File: src/rtl/sha256_pkg.sv
// sha-256 core types, round constants and initial hash values
package sha256_pkg;

    typedef struct packed {
        logic [7:0] data_byte;
        logic       has_byte;
        logic       last;
    } t_in;

    typedef struct packed {
        logic [31:0] digest_word;
        logic [2:0]  word_index;
        logic        last_word;
    } t_out;

    typedef enum logic [1:0] {
        SEL_DATA = 2'd0,
        SEL_MARK = 2'd1,
        SEL_ZERO = 2'd2,
        SEL_LEN  = 2'd3
    } t_byte_sel;

    typedef struct packed {
        logic      put;
        t_byte_sel sel;
        logic      load;
        logic      round;
        logic      update;
        logic      out_next;
        logic      reinit;
    } t_cmd;

    typedef struct packed {
        logic [5:0] fill;
        logic       round_last;
        logic       out_last;
    } t_stat;

    localparam logic [7:0] PAD_MARK  = 8'h80;
    localparam logic [5:0] LEN_POS   = 6'd56;
    localparam logic [5:0] LAST_POS  = 6'd63;
    localparam logic [5:0] LAST_RND  = 6'd63;
    localparam logic [2:0] LAST_WORD = 3'd7;

    localparam logic [31:0] HASH_IV [8] = '{
        32'h6a09e667, 32'hbb67ae85, 32'h3c6ef372, 32'ha54ff53a,
        32'h510e527f, 32'h9b05688c, 32'h1f83d9ab, 32'h5be0cd19
    };

    localparam logic [31:0] ROUND_K [64] = '{
        32'h428a2f98, 32'h71374491, 32'hb5c0fbcf, 32'he9b5dba5,
        32'h3956c25b, 32'h59f111f1, 32'h923f82a4, 32'hab1c5ed5,
        32'hd807aa98, 32'h12835b01, 32'h243185be, 32'h550c7dc3,
        32'h72be5d74, 32'h80deb1fe, 32'h9bdc06a7, 32'hc19bf174,
        32'he49b69c1, 32'hefbe4786, 32'h0fc19dc6, 32'h240ca1cc,
        32'h2de92c6f, 32'h4a7484aa, 32'h5cb0a9dc, 32'h76f988da,
        32'h983e5152, 32'ha831c66d, 32'hb00327c8, 32'hbf597fc7,
        32'hc6e00bf3, 32'hd5a79147, 32'h06ca6351, 32'h14292967,
        32'h27b70a85, 32'h2e1b2138, 32'h4d2c6dfc, 32'h53380d13,
        32'h650a7354, 32'h766a0abb, 32'h81c2c92e, 32'h92722c85,
        32'ha2bfe8a1, 32'ha81a664b, 32'hc24b8b70, 32'hc76c51a3,
        32'hd192e819, 32'hd6990624, 32'hf40e3585, 32'h106aa070,
        32'h19a4c116, 32'h1e376c08, 32'h2748774c, 32'h34b0bcb5,
        32'h391c0cb3, 32'h4ed8aa4a, 32'h5b9cca4f, 32'h682e6ff3,
        32'h748f82ee, 32'h78a5636f, 32'h84c87814, 32'h8cc70208,
        32'h90befffa, 32'ha4506ceb, 32'hbef9a3f7, 32'hc67178f2
    };

endpackage

File: src/rtl/sha256_ctrl.sv
// sha-256 controller: byte intake, padding, compression sequencing, digest output
module sha256_ctrl (
    input  logic               i_clk,
    input  logic               i_rst_n,
    input  logic               i_in_valid,
    input  sha256_pkg::t_in    i_in_data,
    input  logic               i_out_ready,
    input  sha256_pkg::t_stat  i_stat,
    output logic               o_in_ready,
    output logic               o_out_valid,
    output sha256_pkg::t_cmd   o_cmd
);
    import sha256_pkg::*;

    typedef enum logic [4:0] {
        S_IDLE   = 5'b00001,
        S_ROUND  = 5'b00010,
        S_UPDATE = 5'b00100,
        S_PAD    = 5'b01000,
        S_OUT    = 5'b10000
    } t_state;

    t_state r_state, n_state;
    logic   r_fin, n_fin;
    logic   r_marked, n_marked;
    logic   r_len, n_len;

    always_ff @(posedge i_clk) begin
        if (!i_rst_n) begin
            r_state  <= S_IDLE;
            r_fin    <= 1'b0;
            r_marked <= 1'b0;
            r_len    <= 1'b0;
        end else begin
            r_state  <= n_state;
            r_fin    <= n_fin;
            r_marked <= n_marked;
            r_len    <= n_len;
        end
    end

    always_comb begin
        n_state     = r_state;
        n_fin       = r_fin;
        n_marked    = r_marked;
        n_len       = r_len;
        o_cmd       = '0;
        o_in_ready  = (r_state == S_IDLE);
        o_out_valid = (r_state == S_OUT);
        unique case (r_state)
            S_IDLE: begin
                if (i_in_valid) begin
                    n_fin = i_in_data.last;
                    if (i_in_data.has_byte) begin
                        o_cmd.put = 1'b1;
                        o_cmd.sel = SEL_DATA;
                        if (i_stat.fill == LAST_POS) begin
                            o_cmd.load = 1'b1;
                            n_state    = S_ROUND;
                        end else if (i_in_data.last) begin
                            n_state = S_PAD;
                        end
                    end else if (i_in_data.last) begin
                        n_state = S_PAD;
                    end
                end
            end
            S_ROUND: begin
                o_cmd.round = 1'b1;
                if (i_stat.round_last) begin
                    n_state = S_UPDATE;
                end
            end
            S_UPDATE: begin
                o_cmd.update = 1'b1;
                priority if (!r_fin) begin
                    n_state = S_IDLE;
                end else if (r_len) begin
                    n_state = S_OUT;
                end else begin
                    n_state = S_PAD;
                end
            end
            S_PAD: begin
                o_cmd.put = 1'b1;
                priority if (!r_marked) begin
                    o_cmd.sel = SEL_MARK;
                    n_marked  = 1'b1;
                end else if (r_len || i_stat.fill == LEN_POS) begin
                    o_cmd.sel = SEL_LEN;
                    n_len     = 1'b1;
                end else begin
                    o_cmd.sel = SEL_ZERO;
                end
                if (i_stat.fill == LAST_POS) begin
                    o_cmd.load = 1'b1;
                    n_state    = S_ROUND;
                end
            end
            S_OUT: begin
                if (i_out_ready) begin
                    o_cmd.out_next = 1'b1;
                    if (i_stat.out_last) begin
                        o_cmd.reinit = 1'b1;
                        n_fin        = 1'b0;
                        n_marked     = 1'b0;
                        n_len        = 1'b0;
                        n_state      = S_IDLE;
                    end
                end
            end
            default: begin
                n_state = S_IDLE;
            end
        endcase
    end

endmodule

File: src/rtl/sha256_dp.sv
// sha-256 datapath: block window, message schedule, round unit, hash words
module sha256_dp (
    input  logic               i_clk,
    input  logic               i_rst_n,
    input  sha256_pkg::t_cmd   i_cmd,
    input  logic [7:0]         i_data_byte,
    output sha256_pkg::t_stat  o_stat,
    output sha256_pkg::t_out   o_out
);
    import sha256_pkg::*;

    function automatic logic [31:0] rotr(input logic [31:0] x, input int unsigned n);
        return (x >> n) | (x << (32 - n));
    endfunction

    logic [31:0] r_hash [8];
    logic [31:0] r_w    [16];
    logic [31:0] r_v    [8];
    logic [23:0] r_acc;
    logic [5:0]  r_fill;
    logic [63:0] r_count;
    logic [5:0]  r_round;
    logic [2:0]  r_idx;

    logic [7:0]  w_byte;
    logic [63:0] w_len_sh;
    logic [31:0] w_word;
    logic [31:0] w_new;
    logic [31:0] w_s0, w_s1;
    logic [31:0] w_big0, w_big1, w_ch, w_maj, w_t1, w_t2;

    assign w_len_sh = r_count >> {~r_fill[2:0], 3'b000};

    always_comb begin
        unique case (i_cmd.sel)
            SEL_DATA: w_byte = i_data_byte;
            SEL_MARK: w_byte = PAD_MARK;
            SEL_ZERO: w_byte = 8'h00;
            SEL_LEN:  w_byte = w_len_sh[7:0];
            default:  w_byte = 8'h00;
        endcase
    end

    assign w_word = {r_acc, w_byte};

    assign w_s0  = rotr(r_w[1], 7) ^ rotr(r_w[1], 18) ^ (r_w[1] >> 3);
    assign w_s1  = rotr(r_w[14], 17) ^ rotr(r_w[14], 19) ^ (r_w[14] >> 10);
    assign w_new = w_s1 + r_w[9] + w_s0 + r_w[0];

    assign w_big1 = rotr(r_v[4], 6) ^ rotr(r_v[4], 11) ^ rotr(r_v[4], 25);
    assign w_ch   = (r_v[4] & r_v[5]) ^ (~r_v[4] & r_v[6]);
    assign w_t1   = r_v[7] + w_big1 + w_ch + ROUND_K[r_round] + r_w[0];
    assign w_big0 = rotr(r_v[0], 2) ^ rotr(r_v[0], 13) ^ rotr(r_v[0], 22);
    assign w_maj  = (r_v[0] & r_v[1]) ^ (r_v[0] & r_v[2]) ^ (r_v[1] & r_v[2]);
    assign w_t2   = w_big0 + w_maj;

    // block window doubles as schedule shift line
    always_ff @(posedge i_clk) begin
        if (i_cmd.round) begin
            for (int i = 0; i < 15; i++) begin
                r_w[i] <= r_w[i+1];
            end
            r_w[15] <= w_new;
        end else if (i_cmd.put) begin
            if (r_fill[1:0] == 2'b11) begin
                for (int i = 0; i < 15; i++) begin
                    r_w[i] <= r_w[i+1];
                end
                r_w[15] <= w_word;
            end else begin
                r_acc <= {r_acc[15:0], w_byte};
            end
        end
    end

    always_ff @(posedge i_clk) begin
        if (i_cmd.load) begin
            for (int i = 0; i < 8; i++) begin
                r_v[i] <= r_hash[i];
            end
        end else if (i_cmd.round) begin
            r_v[7] <= r_v[6];
            r_v[6] <= r_v[5];
            r_v[5] <= r_v[4];
            r_v[4] <= r_v[3] + w_t1;
            r_v[3] <= r_v[2];
            r_v[2] <= r_v[1];
            r_v[1] <= r_v[0];
            r_v[0] <= w_t1 + w_t2;
        end
    end

    always_ff @(posedge i_clk) begin
        if (!i_rst_n) begin
            for (int i = 0; i < 8; i++) begin
                r_hash[i] <= HASH_IV[i];
            end
            r_fill  <= '0;
            r_count <= '0;
            r_round <= '0;
            r_idx   <= '0;
        end else begin
            if (i_cmd.put) begin
                r_fill <= r_fill + 6'd1;
                if (i_cmd.sel == SEL_DATA) begin
                    r_count <= r_count + 64'd8;
                end
            end
            if (i_cmd.round) begin
                r_round <= r_round + 6'd1;
            end
            if (i_cmd.update) begin
                for (int i = 0; i < 8; i++) begin
                    r_hash[i] <= r_hash[i] + r_v[i];
                end
            end
            if (i_cmd.out_next) begin
                r_idx <= r_idx + 3'd1;
            end
            if (i_cmd.reinit) begin
                for (int i = 0; i < 8; i++) begin
                    r_hash[i] <= HASH_IV[i];
                end
                r_count <= '0;
                r_idx   <= '0;
            end
        end
    end

    assign o_stat.fill       = r_fill;
    assign o_stat.round_last = (r_round == LAST_RND);
    assign o_stat.out_last   = (r_idx == LAST_WORD);

    assign o_out.digest_word = r_hash[r_idx];
    assign o_out.word_index  = r_idx;
    assign o_out.last_word   = (r_idx == LAST_WORD);

endmodule

File: src/rtl/sha256_hash_core.sv
// sha-256 hash core top level: byte items in, eight digest word items out
//
//  channel | dir | handshake                 | payload
//  --------+-----+---------------------------+-----------------------------------------------
//  in      | in  | i_in_valid / o_in_ready   | i_in_data  (data_byte, has_byte, last)
//  out     | out | o_out_valid / i_out_ready | o_out_data (digest_word, word_index, last_word)
//
// a byte item is accepted while idle; a byte that fills the block adds 64 compression rounds
// and a hash update, and no new byte is taken until both are done
// a last item runs one padding byte per cycle plus one or two compressions,
// then offers eight digest words, one per cycle while i_out_ready is high
// one item is in flight at a time: o_in_ready is high only when idle
// synchronous active-low reset restores the initial hash values
module sha256_hash_core (
    input  logic              i_clk,
    input  logic              i_rst_n,
    input  logic              i_in_valid,
    output logic              o_in_ready,
    input  sha256_pkg::t_in   i_in_data,
    output logic              o_out_valid,
    input  logic              i_out_ready,
    output sha256_pkg::t_out  o_out_data
);
    import sha256_pkg::*;

    t_cmd  w_cmd;
    t_stat w_stat;

    sha256_ctrl u_ctrl (
        .i_clk       (i_clk),
        .i_rst_n     (i_rst_n),
        .i_in_valid  (i_in_valid),
        .i_in_data   (i_in_data),
        .i_out_ready (i_out_ready),
        .i_stat      (w_stat),
        .o_in_ready  (o_in_ready),
        .o_out_valid (o_out_valid),
        .o_cmd       (w_cmd)
    );

    sha256_dp u_dp (
        .i_clk       (i_clk),
        .i_rst_n     (i_rst_n),
        .i_cmd       (w_cmd),
        .i_data_byte (i_in_data.data_byte),
        .o_stat      (w_stat),
        .o_out       (o_out_data)
    );

endmodule

File: config.mk
export PLATFORM = sky130hd
export DESIGN_NAME = sha256_hash_core
export DESIGN_NICKNAME = d
export VERILOG_FILES = /design/src/rtl/sha256_pkg.sv /design/src/rtl/sha256_ctrl.sv /design/src/rtl/sha256_dp.sv /design/src/rtl/sha256_hash_core.sv
export SDC_FILE = /design/constraint.sdc
export NUM_CORES = 2
export LEC_CHECK = 0
export BUFFER_PORTS_ARGS = -buffer_cell sky130_fd_sc_hd__buf_4
export CAP_MARGIN = 25
export CORE_MARGIN = 3
export CORE_UTILIZATION = 59
export DETAILED_ROUTE_END_ITERATION = 10
export GPL_TIMING_DRIVEN = 0
export HOLD_SLACK_MARGIN = 0.05
export MAX_ROUTING_LAYER = met4
export PLACE_DENSITY_LB_ADDON = 0.3
export SETUP_SLACK_MARGIN = 0.4
export SYNTH_ARGS = -nofsm -noshare
export SYNTH_HDL_FRONTEND = slang
export SYNTH_SLANG_ARGS = --single-unit
File: constraint.sdc
create_clock -name i_clk -period 19.1 [get_ports i_clk]
set_clock_uncertainty 0.2 [all_clocks]
set_input_delay 0.955 -clock i_clk [delete_from_list [all_inputs] [get_ports i_clk]]
set_output_delay 0.955 -clock i_clk [all_outputs]
set_load 0.1 [all_outputs]
# Yosys cells after proc, flatten, opt, wreduce, memory -nomap -nowiden
# Memories as Yosys holds them, arrays and structs flattened. A register that Yosys moved wholly into a read port is not among the register bits.
# Index checks and enable logic that the tools add are counted.
# W data, S select, Z words.
dict set report op_classes {
  div 0
  n_bitwise 72
  n_eq_ne 20
  n_reduce_logical 11
  muxes 92
  mul 0
  n_addsub 22
  shift 1
  order_cmp 1
}
# operator count
set ops {}
lappend ops {{$mux W32} 42}
lappend ops {{$add A32 B32 Y32} 18}
lappend ops {{$xor A32 B32 Y32} 9}
lappend ops {{$and A32 B32 Y32} 5}
lappend ops {{$add A64 B4 Y64 const B} 1}
lappend ops {{$shr A64 B6 Y8} 1}
lappend ops {{$mux W5} 10}
lappend ops {{$or A1 B1 Y1} 40}
lappend ops {{$not A32 Y32} 1}
lappend ops {{$or A10 B32 Y32} 1}
lappend ops {{$or A13 B32 Y32} 1}
lappend ops {{$or A14 B32 Y32} 1}
lappend ops {{$or A15 B32 Y32} 1}
lappend ops {{$or A19 B32 Y32} 1}
lappend ops {{$or A21 B32 Y32} 1}
lappend ops {{$or A25 B32 Y32} 1}
lappend ops {{$or A26 B32 Y32} 1}
lappend ops {{$or A30 B32 Y32} 1}
lappend ops {{$or A7 B32 Y32} 1}
lappend ops {{$pmux W8 S4} 1}
lappend ops {{$xor A32 B22 Y32} 1}
lappend ops {{$xor A32 B29 Y32} 1}
lappend ops {{$mux W1} 27}
lappend ops {{$pmux W5 S5} 1}
lappend ops {{other kinds (30)} 51}
dict set report word_totals {
  mem_count 4
  out_inout_bits 38
  wordCells 232
  mem_bits_ro 2048
  ram_bits 1024
  inputBits 14
  regBits 111
  latchBits 0
}
# name depth word_bits rd rd_clocked_by_memory_dff wr line_no
set memory_table {}
lappend memory_table {{(no name shown)} 64 32 1 0 0 sha256_dp.sv:52} ;# assign w_t1 = r_v[7] + w_big1 + w_ch + ROUND_K[r_round] + r_w[0];
lappend memory_table {u_dp.r_w 16 32 16 0 16 sha256_dp.sv:17} ;# logic [31:0] r_w [16];
lappend memory_table {u_dp.r_hash 8 32 9 1 8 sha256_dp.sv:16} ;# logic [31:0] r_hash [8];
lappend memory_table {u_dp.r_v 8 32 8 0 8 sha256_dp.sv:18} ;# logic [31:0] r_v [8];

# Depth between registers and ports, before layout
# An unclocked memory read counts as a cell.
dict set report logic_depth {
  depth_word 10
  depth_mapped 42
  ltp_nobuf 41
}

# Cells and area by module
# Synthesis repeated with hierarchy kept, for this count alone.
dict set report hier_totals {
  cells_unflattened 6579
  area_unflattened_um2 69738.1
}
# module cells_each seq_area_each_um2 n_inst area_per_inst_um2
set by_module_without_submodules {}
lappend by_module_without_submodules {sha256_dp 6512 31770.5 1 69221.4}
lappend by_module_without_submodules {sha256_ctrl 67 160.2 1 516.7}

# Worst setup path before layout
# Ideal clock, no wire load.
dict set report synth_timing {
  path_kind {register to register}
  startpoint {reg u_ctrl.r_state[1]}
  endpoint {mem u_dp.r_v[0][0] (enable)}
  path_buffers 1
  setup_ps 1227
  path_slack_ps -2034
  path_stages_with_launch 8
  t_required_ps 17673
  arrival_ps 19706
  period_less_slack_ps 21134
  path_cell_list {dfxtp_1 > or3_1 > or3b_4 > clkinv_2 > and3_1 > buf_6 > nor2_1 > o21ai_0}
}
# element line_no
set synth_rtl {}
lappend synth_rtl {{from (decl)} sha256_ctrl.sv:23} ;# t_state r_state, n_state;
lappend synth_rtl {{from (signal assigned)} sha256_ctrl.sv:35} ;# r_state <= n_state;
lappend synth_rtl {{to (decl)} sha256_dp.sv:18}

==> metrics.md <==
| Metric | Value |
|---|---|
| Routed vias | between 50000 and 60000 |
| Final setup fails | 0 |
| Crit path DAT | 12930 ps |
| Ys flop type | edfxtp_1 |
| Final wirelength | around 250000 um |
| Rel. slew slack | 0.2146 |
| Cell Count, Final, Fillers Out | between 8000 and 9000 |
| Max_cap viols | 0 |
| Clock Power Share | 0.391 |
| Lkg Pwr | ~30 nW |
| Setup WS pre-CTS | around 7100 ps |
| Total gr overflow | 0 |
| Int Pwr | roughly 4.4 mW |
| R2r setup slk | ~6500 ps |
| CTS Sinks | around 1100 |
| Top post-synthesis cells by area | edfxtp_1, ha_1, dfxtp_1 |
| Hold buffers post-CTS | 0 |
| Synth Area per Inst | 10.46 um^2 |
| Outcome | completed |
| Crit share post-route | 0.6619 |
| Pwr Total | a little over 6 mW |
| Synth Warn # | 0 |
| Dpl cell area | ~0.073 mm^2 |
| Area growth syn-to-layout | 10.57% |
| Final hold slack | 203.7 ps |
| NetSw | about 1.7 mW |
| Post-Synth Adder-Cell Area | 0.1278 |
| CTS Buf Count | between 100 and 150 |
| RSZ-0062 raised after global routing | false |
| Die Y | 349.6 um |
| Sequential Power Share | 0.441 |
| Syn Inst Count | 6658 |
| CTS tree | built |
| Power density cells | ~80 mW/mm^2 |
| Largest net degree at the start of global routing | 82 |
| Global-route wire length before repair | roughly 360000 um |
| Setup bufs post-CTS | 0 |
| Number of synthesized flops with an enable pin | 920 |
| Layout Utilization | 0.6602 |
| Gr usage total | 0.4151 |
| Reg2reg end | u_dp.r_v[0][30]$_DFFE_PP_ |
| Mapped Area | between 0.06 and 0.07 mm^2 |
| Tmin final | roughly 13000 ps |
| Mux cell area share after synthesis | 0.03994 |
| Setup TNS | 0 ps |
| Synth Register Bits | between 1000 and 1500 |
| CP startpoint | u_dp.r_round[1]$_SDFFE_PN0P_ |
| Critical Path RT | roughly 19000 ps |
| Clock buffer depth | 3 |
| Cts repair resizes | 0 |
| Row Count | roughly 130 |
| CTS root buf | clkbuf_16 |
| Via-to-Cell Ratio | roughly 6.5 |
| Area leader, netlist | edfxtp_1 |
| R2r startpoint | u_dp.r_round[1]$_SDFFE_PN0P_ |
| Slowest stage cell on the critical path | o31ai_1 |
| Fin area | a little under 0.08 mm^2 |
| Top cell type's share of synthesized area | 0.3965 |
| Wirelength per Cell | between 20 and 30 um |
| Reg area | 0.03193 mm^2 |
| Hold/Removal Path Class | reg -> reg |
| Post-DP HPWL | roughly 190000 um |
| Latest clock arrival within the worst-skew pair | ~790 ps |
| PnR worst setup slack | approximately 6500 ps |
| End of the critical path | u_dp.r_v[0][30]$_DFFE_PP_ |
| Final ANT Viol Nets | 0 |
| Most frequent CP cell | inv_1 |
| Final GP Congestion | 1.102 |
| DRC Markers | 0 |
| Post-synthesis simple-gate area fraction | 0.1268 |
| Worst-path clk slew | ~60 ps |
| H-tree depth | 3 |
| Critical Path Fanout Max | 11 |
| VDD IR max | ~0.076 mV |
| Initial antenna violation count | 7 |
| Area of the multi-input gates | approximately 0.035 mm^2 |
| CORE AREA | ~0.12 mm^2 |
| Reg2reg path depth | 37 |
| DR pass1 iterations | 8 |
| Syn Nets | approximately 7300 |
| Fin nets | between 7000 and 8000 |
| Combinational power share | 0.167 |
| Die area | between 0.1 and 0.15 mm^2 |
| Setup CP Type | reg -> reg |
| Seq/Total Area, Yosys | 0.4583 |
| I/O Buffers | a little over 50 |
| Ports | 52 |
| Proportion of layout cells with a drive suffix above 1 | 0.06762 |
| Compound-cell area share of the yosys netlist | 0.1339 |
| CP startpoint kind | flop |
| Sw frac | 0.2805 |
| Initial Util | 0.5971 |
| Initial DRC count | about 7600 |
| Fin. max-slew vios | 0 |
| Post-synth ARST share | 0 |
| Max stage delay on crit path | a little over 900 ps |
| Vias in the first global route | about 53000 |
| Crit path capture type | flop |
| XOR/XNOR Fraction of Synth Area | 0.07802 |
| Max frequency | between 70 and 80 MHz |
| DP Cell Count | 8289 |
| Layout fillers | roughly 9100 |
| Die W | 349.6 um |
| Largest family of logic cells by synthesized area | compound AO/OA/AOI/OAI gates |
| Post-synth cell types | 93 |
| Worst-margin pin slew | approximately 1200 ps |
| Hold Vio Cnt, Final | 0 |
-- registers in the layout, indices dropped and copies added, names as in the netlist, named ones only --
| register | flops |
|---|---|
| u_ctrl.r_fin | 1 |
| u_ctrl.r_len | 1 |
| u_ctrl.r_marked | 1 |
| u_ctrl.r_state | 5 |
| u_dp.r_acc | 24 |
| u_dp.r_count | 61 |
| u_dp.r_fill | 6 |
| u_dp.r_hash | 256 |
| u_dp.r_idx | 3 |
| u_dp.r_round | 6 |
| u_dp.r_v | 256 |
| u_dp.r_w | 512 |
-- area by class of cell --
cell class	count	share of cell area
multi-input cells	4872	0.4584
inverters	354	0.01730
well taps	1524	0.02475
diodes	7	0.0002274
repair buffers	111	0.01753
clock inverters	82	0.01109
flip-flops and latches	1135	0.4145
clock buffers	144	0.04152
plain buffers	297	0.01468
-- critical path: cells and delay by family, from the launching register on --
kind                     cells  cell delay (ps)
AO/OA/AOI/OAI               12             4160
XOR/XNOR                     2              450
adder cells (fa/ha/maj)      7             3280
buffers and inverters        9             2370
flip-flops                   1              670
AND/OR/NAND/NOR              7             1190
-- power by group through the flow --
stage               combinational, mW  clock (mW)  sequential [mW]
CTS                              1.01        2.43             2.72
finish                           1.03        2.41             2.72
global placement                0.972           0             2.79
detailed placement              0.997           0             2.77
global route                     1.12        2.52             2.72
floorplan                       0.726           0             2.77
-- routing by layer --
metal,global-route usage,share of wire,vias to the layer above
met4,0.2824,0.085,0
met1,0.5311,0.38,26895
met5,-,0,-
li1,-,-,24209
met3,0.1044,0.11,891
met2,0.5821,0.42,3447
-- synth_stat cells, types with 203 or more instances --
| master | count |
|---|---|
| a21o_1 | 203 |
| nor2_1 | 335 |
| dfxtp_1 | 215 |
| ha_1 | 397 |
| o21ai_0 | 407 |
| xor2_1 | 237 |
| clkbuf_1 | 262 |
| a21oi_1 | 443 |
| edfxtp_1 | 920 |
| inv_1 | 351 |
| xnor2_1 | 381 |
| nand2_1 | 1060 |
-- placed cells by master, fill, tap and decap left out, types with 28 or more instances in the layout --
cell / instances
a211oi_1: 57
a21o_1: 203
a21oi_1: 443
a31oi_1: 56
and3_1: 41
buf_1: 32
buf_4: 66
clkbuf_1: 278
clkbuf_16: 124
clkinv_1: 28
clkinv_2: 28
dfxtp_1: 215
edfxtp_1: 920
fa_1: 195
ha_1: 397
inv_1: 349
mux2_2: 42
mux2i_1: 44
mux4_2: 83
nand2_1: 1059
nand2b_1: 86
nand3_1: 122
nand4_1: 40
nor2_1: 335
nor2b_1: 64
nor3_1: 86
o211ai_1: 62
o21a_1: 55
o21ai_0: 399
o21bai_1: 29
or3_1: 42
xnor2_1: 381
xor2_1: 237
-- kinds of logic after synthesis --
kind of cell	count (synthesis)
AOI/OAI and AO/OA	1506
and+or+nand+nor	1983
DFF	1135
xor gates and xnor gates	619
muxes	169
adders and majority gates	595
buffers and inverters	651
-- worst min path at each step --
stage	cells after the start	start	slack, ps	to
after floorplan	0	u_dp.r_w[1][0]$_DFFE_PP_	200	u_dp.r_w[0][32]$_DFFE_PP_
after global placement	0	u_dp.r_w[4][8]$_DFFE_PP_	200	u_dp.r_w[3][40]$_DFFE_PP_
after detailed placement	0	u_dp.r_w[1][42]$_DFFE_PP_	200	u_dp.r_w[1][10]$_DFFE_PP_
after CTS	0	u_dp.r_w[6][15]$_DFFE_PP_	210	u_dp.r_w[5][47]$_DFFE_PP_
after global routing	0	u_dp.r_w[2][48]$_DFFE_PP_	210	u_dp.r_w[2][16]$_DFFE_PP_
final	0	u_dp.r_w[6][7]$_DFFE_PP_	200	u_dp.r_w[5][39]$_DFFE_PP_
(Power assumes the default switching activity.)
